[src/spfc_pkg.sv]
`default_nettype none

package spfc_pkg;

	localparam int FRAC_BITS = 16;
	localparam int COEF_W    = 16;
	localparam int COEF_FRAC = 16;
	localparam int GAIN_FRAC = 14;
	localparam int SMP_W     = 16;
	localparam int MIX_W     = 18;
	localparam int OFF_W     = 17;
	localparam int ST_W      = 40;
	localparam int LI_W      = 18;
	localparam int OUT_FRAC  = 15;

	localparam int SMP_MAX = 2 ** (SMP_W - 1) - 1;
	localparam int SMP_MIN = -(2 ** (SMP_W - 1));

	localparam int OPND_W = ST_W + 1;
	localparam int LO_W   = 24;
	localparam int HI_W   = OPND_W - LO_W;
	localparam int MB_W   = (LO_W + 1 > HI_W) ? LO_W + 1 : HI_W;
	localparam int PROD_W = COEF_W + 1 + MB_W;
	localparam int ACC_W  = OPND_W + COEF_W + 1;
	localparam int R_W    = ST_W - FRAC_BITS;
	localparam int T_W    = R_W + OUT_FRAC + 1;

	localparam int IN_W   = 2 * MIX_W + OFF_W;
	localparam int IN_TW  = ((IN_W + 7) / 8) * 8;
	localparam int OUT_TW = 2 * SMP_W;

	localparam int CFG_IDX_W = 8;
	localparam logic [CFG_IDX_W-1:0] REG_LOWPASS_COEF  = CFG_IDX_W'(0);
	localparam logic [CFG_IDX_W-1:0] REG_SMOOTHER_COEF = CFG_IDX_W'(1);
	localparam logic [CFG_IDX_W-1:0] REG_MAKEUP_GAIN   = CFG_IDX_W'(2);
	localparam logic [CFG_IDX_W-1:0] REG_HIGHPASS_COEF = CFG_IDX_W'(3);

	localparam logic [COEF_W-1:0] RST_LOWPASS_COEF  = COEF_W'(2621);
	localparam logic [COEF_W-1:0] RST_SMOOTHER_COEF = COEF_W'(786);
	localparam logic [COEF_W-1:0] RST_MAKEUP_GAIN   = COEF_W'(29491);
	localparam logic [COEF_W-1:0] RST_HIGHPASS_COEF = COEF_W'(64356);

	localparam int PC_W = 4;

	typedef enum logic [3:0] {
		OP_NOP,
		OP_LP_DIFF,
		OP_MUL_LO,
		OP_MUL_HI,
		OP_LP_UPD,
		OP_SM_DIFF,
		OP_SM_UPD,
		OP_HP_DIFF,
		OP_HP_UPD,
		OP_OUT,
		OP_DONE
	} op_t;

	typedef enum logic [1:0] {
		CS_LP,
		CS_SM,
		CS_GAIN,
		CS_HP
	} csel_t;

	typedef struct packed {
		op_t   op;
		csel_t csel;
		logic  jmp;
	} ucode_t;

	typedef struct packed {
		op_t   op;
		csel_t csel;
		logic  ch;
	} ctl_t;

	typedef struct packed {
		logic [COEF_W-1:0] lowpass;
		logic [COEF_W-1:0] smoother;
		logic [COEF_W-1:0] gain;
		logic [COEF_W-1:0] highpass;
	} coef_t;

	function automatic ucode_t ucode_rom(input logic [PC_W-1:0] pc);
		ucode_t w;
		w = '{op: OP_DONE, csel: CS_LP, jmp: 1'b0};
		case (pc)
			PC_W'(0):  w = '{op: OP_LP_DIFF, csel: CS_LP,   jmp: 1'b0};
			PC_W'(1):  w = '{op: OP_MUL_LO,  csel: CS_LP,   jmp: 1'b0};
			PC_W'(2):  w = '{op: OP_MUL_HI,  csel: CS_LP,   jmp: 1'b0};
			PC_W'(3):  w = '{op: OP_LP_UPD,  csel: CS_LP,   jmp: 1'b0};
			PC_W'(4):  w = '{op: OP_SM_DIFF, csel: CS_SM,   jmp: 1'b0};
			PC_W'(5):  w = '{op: OP_MUL_LO,  csel: CS_SM,   jmp: 1'b0};
			PC_W'(6):  w = '{op: OP_MUL_HI,  csel: CS_SM,   jmp: 1'b0};
			PC_W'(7):  w = '{op: OP_SM_UPD,  csel: CS_SM,   jmp: 1'b0};
			PC_W'(8):  w = '{op: OP_MUL_LO,  csel: CS_GAIN, jmp: 1'b0};
			PC_W'(9):  w = '{op: OP_MUL_HI,  csel: CS_GAIN, jmp: 1'b0};
			PC_W'(10): w = '{op: OP_HP_DIFF, csel: CS_HP,   jmp: 1'b0};
			PC_W'(11): w = '{op: OP_MUL_LO,  csel: CS_HP,   jmp: 1'b0};
			PC_W'(12): w = '{op: OP_MUL_HI,  csel: CS_HP,   jmp: 1'b0};
			PC_W'(13): w = '{op: OP_HP_UPD,  csel: CS_HP,   jmp: 1'b0};
			PC_W'(14): w = '{op: OP_OUT,     csel: CS_HP,   jmp: 1'b1};
			default:   w = '{op: OP_DONE,    csel: CS_LP,   jmp: 1'b0};
		endcase
		return w;
	endfunction

endpackage

`default_nettype wire

[src/spfc_dp.sv]
`default_nettype none

module spfc_dp (
	input  wire logic                                 clk,
	input  wire logic                                 arst_n,
	input  wire spfc_pkg::ctl_t                       ctl,
	input  wire spfc_pkg::coef_t                      coef,
	input  wire logic signed [spfc_pkg::MIX_W-1:0]    left_mix,
	input  wire logic signed [spfc_pkg::MIX_W-1:0]    right_mix,
	input  wire logic signed [spfc_pkg::OFF_W-1:0]    offset_add,
	output logic signed [spfc_pkg::SMP_W-1:0]         left_res,
	output logic signed [spfc_pkg::SMP_W-1:0]         right_res
);

	localparam int FRAC_BITS = spfc_pkg::FRAC_BITS;
	localparam int COEF_W    = spfc_pkg::COEF_W;
	localparam int COEF_FRAC = spfc_pkg::COEF_FRAC;
	localparam int GAIN_SH   = spfc_pkg::GAIN_FRAC + spfc_pkg::FRAC_BITS;
	localparam int SMP_W     = spfc_pkg::SMP_W;
	localparam int MIX_W     = spfc_pkg::MIX_W;
	localparam int ST_W      = spfc_pkg::ST_W;
	localparam int LI_W      = spfc_pkg::LI_W;
	localparam int DQ_W      = spfc_pkg::LI_W + 1;
	localparam int OUT_FRAC  = spfc_pkg::OUT_FRAC;
	localparam int OPND_W    = spfc_pkg::OPND_W;
	localparam int LO_W      = spfc_pkg::LO_W;
	localparam int MB_W      = spfc_pkg::MB_W;
	localparam int PROD_W    = spfc_pkg::PROD_W;
	localparam int ACC_W     = spfc_pkg::ACC_W;
	localparam int YW_W      = ST_W + 2;
	localparam int R_W       = spfc_pkg::R_W;
	localparam int T_W       = spfc_pkg::T_W;
	localparam int TR_W      = T_W - OUT_FRAC;

	logic signed [ST_W-1:0]   lp_q [2];
	logic signed [ST_W-1:0]   sm_q [2];
	logic signed [ST_W-1:0]   ho_q [2];
	logic signed [LI_W-1:0]   li_q [2];
	logic signed [SMP_W-1:0]  res_q [2];
	logic signed [OPND_W-1:0] opnd_q;
	logic signed [ACC_W-1:0]  acc_q;
	logic signed [LI_W-1:0]   q_q;
	logic signed [R_W-1:0]    r_q;

	logic signed [MIX_W-1:0]  mix_sel;
	logic signed [SMP_W-1:0]  x;
	logic [COEF_W-1:0]        coef_sel;
	logic signed [COEF_W:0]   mul_a;
	logic signed [MB_W-1:0]   mul_b;
	logic signed [PROD_W-1:0] prod;
	logic signed [ACC_W-1:0]  acc_sh;
	logic signed [ST_W-1:0]   lp_cur;
	logic signed [ST_W-1:0]   sm_cur;
	logic signed [ST_W-1:0]   ho_cur;
	logic signed [LI_W-1:0]   li_cur;
	logic signed [ST_W-1:0]   lp_new;
	logic signed [ST_W-1:0]   sm_new;
	logic signed [R_W-1:0]    p;
	logic signed [LI_W-1:0]   q_new;
	logic signed [DQ_W-1:0]   dq;
	logic signed [OPND_W-1:0] hp_opnd;
	logic signed [YW_W-1:0]   y_w;
	logic signed [ST_W-1:0]   y_sat;
	logic signed [R_W-1:0]    r_new;
	logic signed [T_W-1:0]    t;
	logic signed [TR_W-1:0]   tr;
	logic signed [SMP_W-1:0]  out_sat;

	always_comb begin
		lp_cur = lp_q[ctl.ch];
		sm_cur = sm_q[ctl.ch];
		ho_cur = ho_q[ctl.ch];
		li_cur = li_q[ctl.ch];

		mix_sel = ctl.ch ? right_mix : left_mix;
		if (mix_sel > MIX_W'(spfc_pkg::SMP_MAX)) begin
			x = SMP_W'(spfc_pkg::SMP_MAX);
		end else if (mix_sel < MIX_W'(spfc_pkg::SMP_MIN)) begin
			x = SMP_W'(spfc_pkg::SMP_MIN);
		end else begin
			x = SMP_W'(mix_sel);
		end

		case (ctl.csel)
			spfc_pkg::CS_LP:   coef_sel = coef.lowpass;
			spfc_pkg::CS_SM:   coef_sel = coef.smoother;
			spfc_pkg::CS_GAIN: coef_sel = coef.gain;
			spfc_pkg::CS_HP:   coef_sel = coef.highpass;
			default:           coef_sel = coef.lowpass;
		endcase

		mul_a = $signed({1'b0, coef_sel});
		if (ctl.op == spfc_pkg::OP_MUL_HI) begin
			mul_b = MB_W'($signed(opnd_q[OPND_W-1:LO_W]));
		end else begin
			mul_b = MB_W'($signed({1'b0, opnd_q[LO_W-1:0]}));
		end
		prod = mul_a * mul_b;

		acc_sh = acc_q >>> COEF_FRAC;
		lp_new = lp_cur + ST_W'(acc_sh);
		sm_new = sm_cur + ST_W'(acc_sh);

		p = R_W'(lp_cur >>> FRAC_BITS);
		if (lp_cur[ST_W-1] && (|lp_cur[FRAC_BITS-1:0])) begin
			p = p + R_W'(1);
		end

		q_new = LI_W'(acc_q >>> GAIN_SH);
		if (acc_q[ACC_W-1] && (|acc_q[GAIN_SH-1:0])) begin
			q_new = q_new + LI_W'(1);
		end

		dq = DQ_W'(q_new) - DQ_W'(li_cur);
		hp_opnd = OPND_W'(ho_cur) + (OPND_W'(dq) <<< FRAC_BITS);

		y_w = YW_W'(acc_sh);
		if ((&y_w[YW_W-1:ST_W-1]) || !(|y_w[YW_W-1:ST_W-1])) begin
			y_sat = ST_W'(y_w);
		end else if (y_w[YW_W-1]) begin
			y_sat = $signed({1'b1, {(ST_W-1){1'b0}}});
		end else begin
			y_sat = $signed({1'b0, {(ST_W-1){1'b1}}});
		end

		r_new = R_W'(y_sat >>> FRAC_BITS);
		if (y_sat[ST_W-1] && (|y_sat[FRAC_BITS-1:0])) begin
			r_new = r_new + R_W'(1);
		end

		t = (T_W'(r_q) <<< OUT_FRAC) + T_W'(offset_add);
		tr = TR_W'(t >>> OUT_FRAC);
		if (t[T_W-1] && (|t[OUT_FRAC-1:0])) begin
			tr = tr + TR_W'(1);
		end
		if (tr > TR_W'(spfc_pkg::SMP_MAX)) begin
			out_sat = SMP_W'(spfc_pkg::SMP_MAX);
		end else if (tr < TR_W'(spfc_pkg::SMP_MIN)) begin
			out_sat = SMP_W'(spfc_pkg::SMP_MIN);
		end else begin
			out_sat = SMP_W'(tr);
		end
	end

	always_ff @(posedge clk or negedge arst_n) begin
		if (!arst_n) begin
			for (int c = 0; c < 2; c++) begin
				lp_q[c] <= '0;
				sm_q[c] <= '0;
				ho_q[c] <= '0;
				li_q[c] <= '0;
			end
		end else begin
			case (ctl.op)
				spfc_pkg::OP_LP_UPD: lp_q[ctl.ch] <= lp_new;
				spfc_pkg::OP_SM_UPD: sm_q[ctl.ch] <= sm_new;
				spfc_pkg::OP_HP_UPD: begin
					ho_q[ctl.ch] <= y_sat;
					li_q[ctl.ch] <= q_q;
				end
				default: ;
			endcase
		end
	end

	always_ff @(posedge clk) begin
		case (ctl.op)
			spfc_pkg::OP_LP_DIFF: opnd_q <= (OPND_W'(x) <<< FRAC_BITS) - OPND_W'(lp_cur);
			spfc_pkg::OP_MUL_LO:  acc_q <= ACC_W'(prod);
			spfc_pkg::OP_MUL_HI:  acc_q <= acc_q + (ACC_W'(prod) <<< LO_W);
			spfc_pkg::OP_SM_DIFF: opnd_q <= (OPND_W'(p) <<< FRAC_BITS) - OPND_W'(sm_cur);
			spfc_pkg::OP_SM_UPD:  opnd_q <= OPND_W'(sm_new);
			spfc_pkg::OP_HP_DIFF: begin
				q_q    <= q_new;
				opnd_q <= hp_opnd;
			end
			spfc_pkg::OP_HP_UPD:  r_q <= r_new;
			spfc_pkg::OP_OUT:     res_q[ctl.ch] <= out_sat;
			default: ;
		endcase
	end

	assign left_res  = res_q[0];
	assign right_res = res_q[1];

endmodule

`default_nettype wire

[src/stereo_post_filter_chain_core.sv]
`default_nettype none

// The core takes a new stereo request only once the previous one is done; a
// 15-step program runs per channel through one shared 17x25 multiplier, each
// product taking two steps, and one final step hands the pair to the output
// register and raises m_tvalid.
// A stalled output holds that final step, and s_tready stays low meanwhile.
// Reset (arst_n low, asynchronous): filter states clear to zero, registers
// return to their defaults, and the single output valid drops.

module stereo_post_filter_chain_core (
	input  wire logic                                clk,
	input  wire logic                                arst_n,
	input  wire logic                                s_tvalid,
	output logic                                     s_tready,
	// left_mix[17:0], right_mix[35:18], offset_add[52:36], zero pad above
	input  wire logic [spfc_pkg::IN_TW-1:0]          s_tdata,
	output logic                                     m_tvalid,
	input  wire logic                                m_tready,
	// left_out[15:0], right_out[31:16]
	output logic [spfc_pkg::OUT_TW-1:0]              m_tdata,
	input  wire logic                                cfg_valid,
	output logic                                     cfg_ready,
	input  wire logic [spfc_pkg::CFG_IDX_W-1:0]      cfg_index,
	input  wire logic [spfc_pkg::COEF_W-1:0]         cfg_data
);

	localparam int PC_W  = spfc_pkg::PC_W;
	localparam int MIX_W = spfc_pkg::MIX_W;
	localparam int OFF_W = spfc_pkg::OFF_W;
	localparam int SMP_W = spfc_pkg::SMP_W;

	logic                     busy_q;
	logic [PC_W-1:0]          pc_q;
	logic                     ch_q;
	logic                     m_tvalid_q;
	logic [spfc_pkg::OUT_TW-1:0] m_tdata_q;
	spfc_pkg::coef_t          coef_q;
	logic signed [MIX_W-1:0]  left_mix_q;
	logic signed [MIX_W-1:0]  right_mix_q;
	logic signed [OFF_W-1:0]  offset_q;

	spfc_pkg::ucode_t         uw;
	spfc_pkg::ctl_t           ctl;
	logic signed [SMP_W-1:0]  left_res;
	logic signed [SMP_W-1:0]  right_res;
	logic                     in_fire;
	logic                     out_free;

	assign uw  = spfc_pkg::ucode_rom(pc_q);
	assign ctl = '{op: (busy_q ? uw.op : spfc_pkg::OP_NOP), csel: uw.csel, ch: ch_q};

	assign s_tready  = !busy_q;
	assign in_fire   = s_tvalid && !busy_q;
	assign out_free  = !m_tvalid_q || m_tready;
	assign m_tvalid  = m_tvalid_q;
	assign m_tdata   = m_tdata_q;
	assign cfg_ready = 1'b1;

	always_ff @(posedge clk or negedge arst_n) begin
		if (!arst_n) begin
			busy_q         <= 1'b0;
			pc_q           <= '0;
			ch_q           <= 1'b0;
			m_tvalid_q     <= 1'b0;
			coef_q.lowpass  <= spfc_pkg::RST_LOWPASS_COEF;
			coef_q.smoother <= spfc_pkg::RST_SMOOTHER_COEF;
			coef_q.gain     <= spfc_pkg::RST_MAKEUP_GAIN;
			coef_q.highpass <= spfc_pkg::RST_HIGHPASS_COEF;
		end else begin
			if (cfg_valid) begin
				case (cfg_index)
					spfc_pkg::REG_LOWPASS_COEF:  coef_q.lowpass  <= cfg_data;
					spfc_pkg::REG_SMOOTHER_COEF: coef_q.smoother <= cfg_data;
					spfc_pkg::REG_MAKEUP_GAIN:   coef_q.gain     <= cfg_data;
					spfc_pkg::REG_HIGHPASS_COEF: coef_q.highpass <= cfg_data;
					default: ;
				endcase
			end

			if (m_tvalid_q && m_tready) begin
				m_tvalid_q <= 1'b0;
			end

			if (!busy_q) begin
				if (in_fire) begin
					busy_q <= 1'b1;
					pc_q   <= '0;
					ch_q   <= 1'b0;
				end
			end else begin
				case (uw.op)
					spfc_pkg::OP_DONE: begin
						if (out_free) begin
							m_tvalid_q <= 1'b1;
							busy_q     <= 1'b0;
						end
					end
					default: begin
						if (uw.jmp && !ch_q) begin
							pc_q <= '0;
							ch_q <= 1'b1;
						end else begin
							pc_q <= pc_q + PC_W'(1);
						end
					end
				endcase
			end
		end
	end

	always_ff @(posedge clk) begin
		if (in_fire) begin
			left_mix_q  <= $signed(s_tdata[MIX_W-1:0]);
			right_mix_q <= $signed(s_tdata[2*MIX_W-1:MIX_W]);
			offset_q    <= $signed(s_tdata[2*MIX_W+OFF_W-1:2*MIX_W]);
		end
		if (busy_q && (uw.op == spfc_pkg::OP_DONE) && out_free) begin
			m_tdata_q <= {right_res, left_res};
		end
	end

	spfc_dp u_dp (
		.clk        (clk),
		.arst_n     (arst_n),
		.ctl        (ctl),
		.coef       (coef_q),
		.left_mix   (left_mix_q),
		.right_mix  (right_mix_q),
		.offset_add (offset_q),
		.left_res   (left_res),
		.right_res  (right_res)
	);

`ifndef SYNTHESIS
	a_start: assert property (@(posedge clk) disable iff (!arst_n)
		(s_tvalid && s_tready) |=> (busy_q && (pc_q == '0) && !ch_q))
		else $error("request taken but program did not start at step zero");

	a_chan: assert property (@(posedge clk) disable iff (!arst_n)
		$rose(ch_q) |-> (busy_q && (pc_q == '0)))
		else $error("channel switched away from the program start");

	a_vrise: assert property (@(posedge clk) disable iff (!arst_n)
		$rose(m_tvalid) |-> $fell(busy_q))
		else $error("result presented without finishing the program");

	a_hold: assert property (@(posedge clk) disable iff (!arst_n)
		(busy_q && (uw.op == spfc_pkg::OP_DONE) && m_tvalid && !m_tready) |=> busy_q)
		else $error("result dropped while output still full");
`endif

endmodule

`default_nettype wire

[config.mk]
export PLATFORM = sky130hd
export DESIGN_NAME = stereo_post_filter_chain_core
export DESIGN_NICKNAME = d
export VERILOG_FILES = /design/src/spfc_pkg.sv /design/src/spfc_dp.sv /design/src/stereo_post_filter_chain_core.sv
export SDC_FILE = /design/constraint.sdc
export NUM_CORES = 2
export LEC_CHECK = 0
export ABC_AREA = 1
export BUFFER_PORTS_ARGS = -buffer_cell sky130_fd_sc_hd__clkbuf_2
export CORE_MARGIN = 2
export CORE_UTILIZATION = 32
export CTS_CLUSTER_DIAMETER = 120
export CTS_CLUSTER_SIZE = 28
export DETAILED_ROUTE_END_ITERATION = 6
export GPL_TIMING_DRIVEN = 0
export SYNTH_ARGS = -nofsm -noshare
export SYNTH_HDL_FRONTEND = slang
export SYNTH_HIERARCHICAL = 1
export SYNTH_SLANG_ARGS = --single-unit
[constraint.sdc]
create_clock -name clk -period 13.2 [get_ports clk]
set_clock_uncertainty 0.1 [all_clocks]
set_input_delay 1.32 -clock clk [delete_from_list [all_inputs] [get_ports clk]]
set_output_delay 1.32 -clock clk [all_outputs]
set_load 0.005 [all_outputs]
==> Yosys cells after proc, flatten, opt, wreduce, memory -nomap -nowiden <==
Memories as Yosys holds them, arrays and structs flattened. A register that Yosys moved wholly into a read port is not among the register bits.
Cells that the tools add are included.
{ "totals": {"reg_bits": 541, "mem_bits_rw": 32, "rom_bits": 112, "in_bits": 85, "output_inout_bits": 35, "wordCells": 151, "mem_count": 2} }
{ "classes": {"add_sub_neg": 13, "mul": 1, "order_cmp": 6, "eq_ne": 18, "mux": 54, "bitwise": 1, "reduce_logical": 33} }
{ "memory_table": {"columns": ["name", "words", "width", "read_ports", "rd_ports_with_merged_regs", "write_ports", "line_no", "rtl"], "rows": [
  ["(no name shown)", 16, 7, 1, 0, 0, "spfc_pkg.sv:88", "case (pc)"],
  ["u_dp.res_q", 2, 16, 2, 2, 1, "spfc_dp.sv:39", "logic signed [SMP_W-1:0] res_q [2];"]
]} }
{ "op_table": {"columns": ["operator", "n"], "rows": [
  ["$mux 40", 12],
  ["$bwmux 80", 3],
  ["$pmux 41 s4", 1],
  ["$pmux 58 s2", 1],
  ["$mux 18", 6],
  ["$add 40x40->40", 2],
  ["$mux 16", 4],
  ["$pmux 16 s4", 1],
  ["$add 58x58->58", 1],
  ["$mux 25", 2],
  ["$add 24x2->24 const B", 2],
  ["$mux 24", 2],
  ["$mul 17x25->42", 1],
  ["$add 40x35->41", 1],
  ["$sub 32x40->41", 1],
  ["$sub 40x40->41", 1],
  ["$add 39x17->40", 1],
  ["$demux 40 s1", 1],
  ["$bwmux 36", 1],
  ["$reduce_or 16->1", 2],
  ["$reduce_or 30->1", 1],
  ["$add 25x2->25 const B", 1],
  ["$gt 25x16->1 const B", 1],
  ["$lt 25x16->1 const B", 1],
  ["32 further kinds", 76]
]} }

==> Longest topological paths before layout <==
{ "logic_depth": {"word_depth": 9, "mapped_depth": 48, "ltp_nobuf": 46} }

==> Cells and area by module <==
The synthesis kept the hierarchy.
{ "modules_own_cells": {"columns": ["mod", "n_inst", "cells_each", "area_each_um2", "seq_area_each_um2"], "rows": [
  ["spfc_dp", 1, 6942, 50586.0, 12101.6],
  ["stereo_post_filter_chain_core", 1, 400, 5654.2, 4366.7]
]} }

==> Worst setup path after synthesis <==
OpenSTA, ideal clock, no wires.
{ "synth_path": {"path_type": "register -> register", "from": "register pc_q[0]", "to": "register u_dp.acc_q[57], data pin", "setup_ns": 0.276, "t_arrival_ns": 8.713, "required_time_ns": 12.824, "path_slack_ns": 4.111, "stages_incl_launch_ff": 45, "path_buffers": 2, "synth_period_minus_slack_ns": 9.089, "path_cell_list": "dfrtp_1 > inv_1 > ha_1 > inv_1 > nand3_1 > nand2_1 > nor2_1 > nand2_1 > nor2_1 > inv_1 > clkbuf_1 > clkbuf_1 > o21ai_1 > nand2_1 > fa_1 > inv_1 > fa_1 > inv_1 > [9 not listed] > o21ai_0 > nor2_1 > a21oi_1 > nand2_1 > nand2_1 > nand2_1 > nand2_1 > a21boi_0 > xnor2_1 > ha_1 > a21o_1 > a221oi_1 > o221ai_1 > a21o_1 > a31oi_1 > nand2_1 > nand2_1 > o21ai_0"} }
{ "synth_rtl": {"columns": ["item", "line_no", "rtl"], "rows": [
  ["start, declared", "stereo_post_filter_chain_core.sv:34", "logic [PC_W-1:0] pc_q;"],
  ["start signal, assigned", "stereo_post_filter_chain_core.sv:104", "pc_q <= pc_q + PC_W'(1);"],
  ["end signal, assigned", "spfc_dp.sv:169", "spfc_pkg::OP_MUL_LO: acc_q <= ACC_W'(prod);"],
  ["end signal, assigned", "spfc_dp.sv:170", "spfc_pkg::OP_MUL_HI: acc_q <= acc_q + (ACC_W'(prod) <<< LO_W);"],
  ["end, declared", "spfc_dp.sv:41", "logic signed [ACC_W-1:0] acc_q;"]
]} }

==> metrics.log <==
[metrics] Setup Crit Path Kind: reg -> reg
[metrics] Worst Setup Start Kind: flop
[metrics] total number of yosys warnings: 6
[metrics] critical path depth in cells: 43
[metrics] hold endpoint: m_tdata[23]$_DFFE_PP_
[metrics] global-route wire length before repair: 307000 um
[metrics] cell area after synthesis: 56200 sq um
[metrics] capture instance of the worst register-to-register path: u_dp/acc_q[57]$_DFFE_PP_
[metrics] Worst path slowest cell: o21ai_0
[metrics] Area Overhead vs Synth: 8.38%
[metrics] Seq/Total Area, Yosys: 29.3%
[metrics] average size of a mapped cell: 7.66 sq um
[metrics] clock period minus worst slack: 12.50 ns
[metrics] Buffers on Ports: 115
[metrics] worst reg-to-reg setup slack: 0.70 ns
[metrics] EDFF count, synth: 258
[metrics] Worst Path Max Fanout: 10
[metrics] via count of the first global-routing pass: 48.8k
[metrics] # clock sinks: 605
[metrics] max-slew violation count: 0
[metrics] class of the tightest hold or removal check: reg -> reg
[metrics] routed vias: 50.3k
[metrics] Arrival @ worst endpoint: 12.81 ns
[metrics] proportion of register bits with asynchronous set or reset after synthesis: 57.4%
[metrics] syn_nets: 8163
[metrics] clock buffer depth: 3
[metrics] count of cells along the worst hold path: 0
[metrics] DR WL met3: 14600 um
[metrics] Vias per Instance: 5.11
[metrics] Finish-stage setup viols: 0
[metrics] layout cells sized above 1: 5.82%
[metrics] violations in the final reports: DRC
[metrics] maximum number of pins on one net before global-route repair: 105
[metrics] unrepaired setup endpoints after global routing: no
[metrics] register bit count reported by yosys: 605
[metrics] Tot GR Track Use: 22.5%
[metrics] period utilization: 94.7%
[metrics] final routed wire length divided by cell count: 20.7 um
[metrics] uppermost layer routed: met5
[metrics] die outline width: 423 um
[metrics] number of buffers created by CTS: 29
[metrics] total routed wirelength: 204000 um
[metrics] worst slew margin relative to its limit: 7.52%
[metrics] CTS tree: built
[metrics] filler instances: 18.5k
[metrics] Max Fclk: 80.0 MHz
[metrics] Worst Max-Slew Pin Slew: 1.38 ns
[metrics] stage delay of the slowest cell on the critical path: 0.91 ns
[metrics] area of combinational cells with multiple inputs: 34200 sq um
[metrics] number of cell rows: 153
[metrics] max-cap violations: 0
[metrics] sum of negative setup slack: 0 ns
[metrics] Post-DRT Antenna Nets: 0
[metrics] CP top delay family: adder cells
[metrics] hold path startpoint: u_dp/res_q[1][7]$_DFFE_PP_
[metrics] Chip Height: 423 um
[metrics] final-report hold violation count: 0
[metrics] total length of routed met2 wires: 90500 um
[metrics] critical path's most frequent cell: nand2_1
[metrics] Root Buffer Master: clkbuf_16
[metrics] Remaining Overflow, GRT: 0
[metrics] post-synthesis instance total: 7342
[metrics] Initial Utilization: 32.3%
[metrics] data required time at the worst endpoint: 13.51 ns
[metrics] routability congestion estimate from global placement: 1.03
[metrics] met1 layer wirelength in the final routing: 89000 um
[metrics] violation count after the first detailed-routing iteration: 5026
[metrics] number of buffers inserted by post-CTS setup repair: 0
[metrics] HPWL after detailed placement: 169000 um
[metrics] DRC violation count after routing: 5
[metrics] placeable core area: 174000 sq um
[metrics] Nets: 8319
[metrics] number of ports placed on the die boundary: 120
[metrics] critical register-to-register path startpoint: pc_q[0]$_DFFE_PN0P_
[metrics] clk_lat worst skew: 0.72 ns
[metrics] first-pass detailed-route iteration total: 6
[metrics] path depth of the worst reg2reg path: 43
[metrics] Clock Pin Slew Worst Setup and Hold Paths: 0.12 ns
[metrics] total die area: 179000 sq um
[metrics] number of H-tree branching levels: 1
[metrics] Most used DFF post-synth: dfrtp_1
[metrics] capturing element type of the critical path: flop
[metrics] result of the run: finished, violations left
[metrics] number of antenna violations at the first check in global routing: 15
[metrics] worst path buffer plus inverter count: 9
[metrics] combined flip-flop and latch cell area: 16500 sq um
[metrics] Netlist cell types: 65
## worst max path at each step
stage | start | to | slack, ns
CTS | pc_q[0]$_DFFE_PN0P_ | u_dp/acc_q[57]$_DFFE_PP_ | 0.80
floorplan | pc_q[0]$_DFFE_PN0P_ | u_dp/acc_q[57]$_DFFE_PP_ | 4.11
detailed placement | pc_q[0]$_DFFE_PN0P_ | u_dp/acc_q[57]$_DFFE_PP_ | 0.84
global placement | pc_q[0]$_DFFE_PN0P_ | u_dp/acc_q[57]$_DFFE_PP_ | 0.87
finish | pc_q[0]$_DFFE_PN0P_ | u_dp/acc_q[57]$_DFFE_PP_ | 0.70
global route | pc_q[0]$_DFFE_PN0P_ | u_dp/acc_q[57]$_DFFE_PP_ | 0.004
## cells in the mapped netlist (all sizes together) (4+ instances only)
master / n / area (sq um)
xnor2: 67 / 587
a21boi: 14 / 105
a21oi: 355 / 1790
edfxtp: 258 / 7750
nand2: 1766 / 6680
or2: 89 / 557
o221ai: 13 / 114
nor3: 70 / 375
mux2i: 31 / 310
o211ai: 18 / 135
nand4: 71 / 444
a211oi: 6 / 45.0
ha: 339 / 4240
buf: 45 / 304
o21a: 30 / 225
o2111ai: 28 / 245
a31oi: 56 / 350
nor2: 671 / 2600
and3: 4 / 25.0
nand3b: 17 / 128
a21o: 33 / 248
clkinv: 6 / 22.5
nor4: 30 / 200
o31ai: 13 / 103
fa: 397 / 7950
nand3: 267 / 1380
o21ai: 704 / 3670
xor2: 149 / 1310
a221oi: 21 / 184
o21bai: 11 / 86.3
clkbuf: 153 / 576
inv: 1249 / 4690
dfstp: 30 / 788
dfrtp: 317 / 7930
and2: 5 / 31.3
## repair_timing
action                     CTS  global route
hold endpoints to repair     0             0
setup endpoints to repair    0             4
resized for setup            0             3
hold buffers                 0             0
## placed cells by master (no fill, tap or decap), types with 117 or more instances in the layout
cell / count
a21oi_1: 352
clkbuf_1: 165
clkbuf_2: 117
dfrtp_1: 317
edfxtp_1: 258
fa_1: 397
ha_1: 339
inv_1: 1241
nand2_1: 1747
nand3_1: 259
nor2_1: 642
o21ai_0: 587
xor2_1: 149
## kinds of logic after synthesis
family / Yosys count / share of synthesized area [%]
multiplexers: 31 / 0.552
other: 1 / 0.00667
flip-flops: 605 / 29.3
XOR/XNOR: 216 / 3.36
buffers and inverters: 1453 / 9.94
AO/OA/AOI/OAI: 1308 / 13.1
adder cells (fa/ha/maj): 736 / 21.7
AND/OR/NAND/NOR: 2992 / 22.1
## registers in the layout, indices dropped and copies added (netlist names)
signal,cells
offset_q,17
right_mix_q,18
u_dp/li_q,36
u_dp/ho_q,80
u_dp/res_q,32
left_mix_q,18
pc_q,4
u_dp/q_q,18
m_tvalid,1
m_tdata,32
u_dp/opnd_q,41
u_dp/lp_q,80
busy_q,1
u_dp/sm_q,80
coef_q,64
u_dp/r_q,24
u_dp/acc_q,58
ch_q,1
## stage by stage
stage	hold slack (ns)	cell area [sq um]	utilization, %	instances	setup WS (ns)
final	0.326	61000	35.0	9852	0.698
after floorplan	0.300	56200	-	7342	4.11
after global routing	0.334	60900	35.0	9848	0.00380
after detailed placement	0.305	60000	34.4	9792	0.843
after global placement	0.308	59700	34.3	9782	0.870
after CTS	0.328	60900	35.0	9845	0.799
## per-layer routing
| layer | global-route usage, % | vias to the layer above |
|---|---|---|
| met2 | 35.7 | 1898 |
| met1 | 30.8 | 24270 |
| li1 | - | 23805 |
| met4 | 9.06 | 8 |
| met3 | 3.09 | 362 |
| met5 | 0 | - |
## final cells by class
type                    count  share of cell area [%]
well taps                2325                    4.77
inverters                1255                    7.73
multi-input cells        5284                    56.2
clock buffers              44                    1.29
plain buffers             198                    1.45
clock inverters             9                   0.271
flip-flops and latches    605                    27.0
repair buffers            125                    1.30
diodes                      7                  0.0287
Power is not shown: default switching activity piles up to over one toggle a cycle in this logic, so the estimate is an artifact.
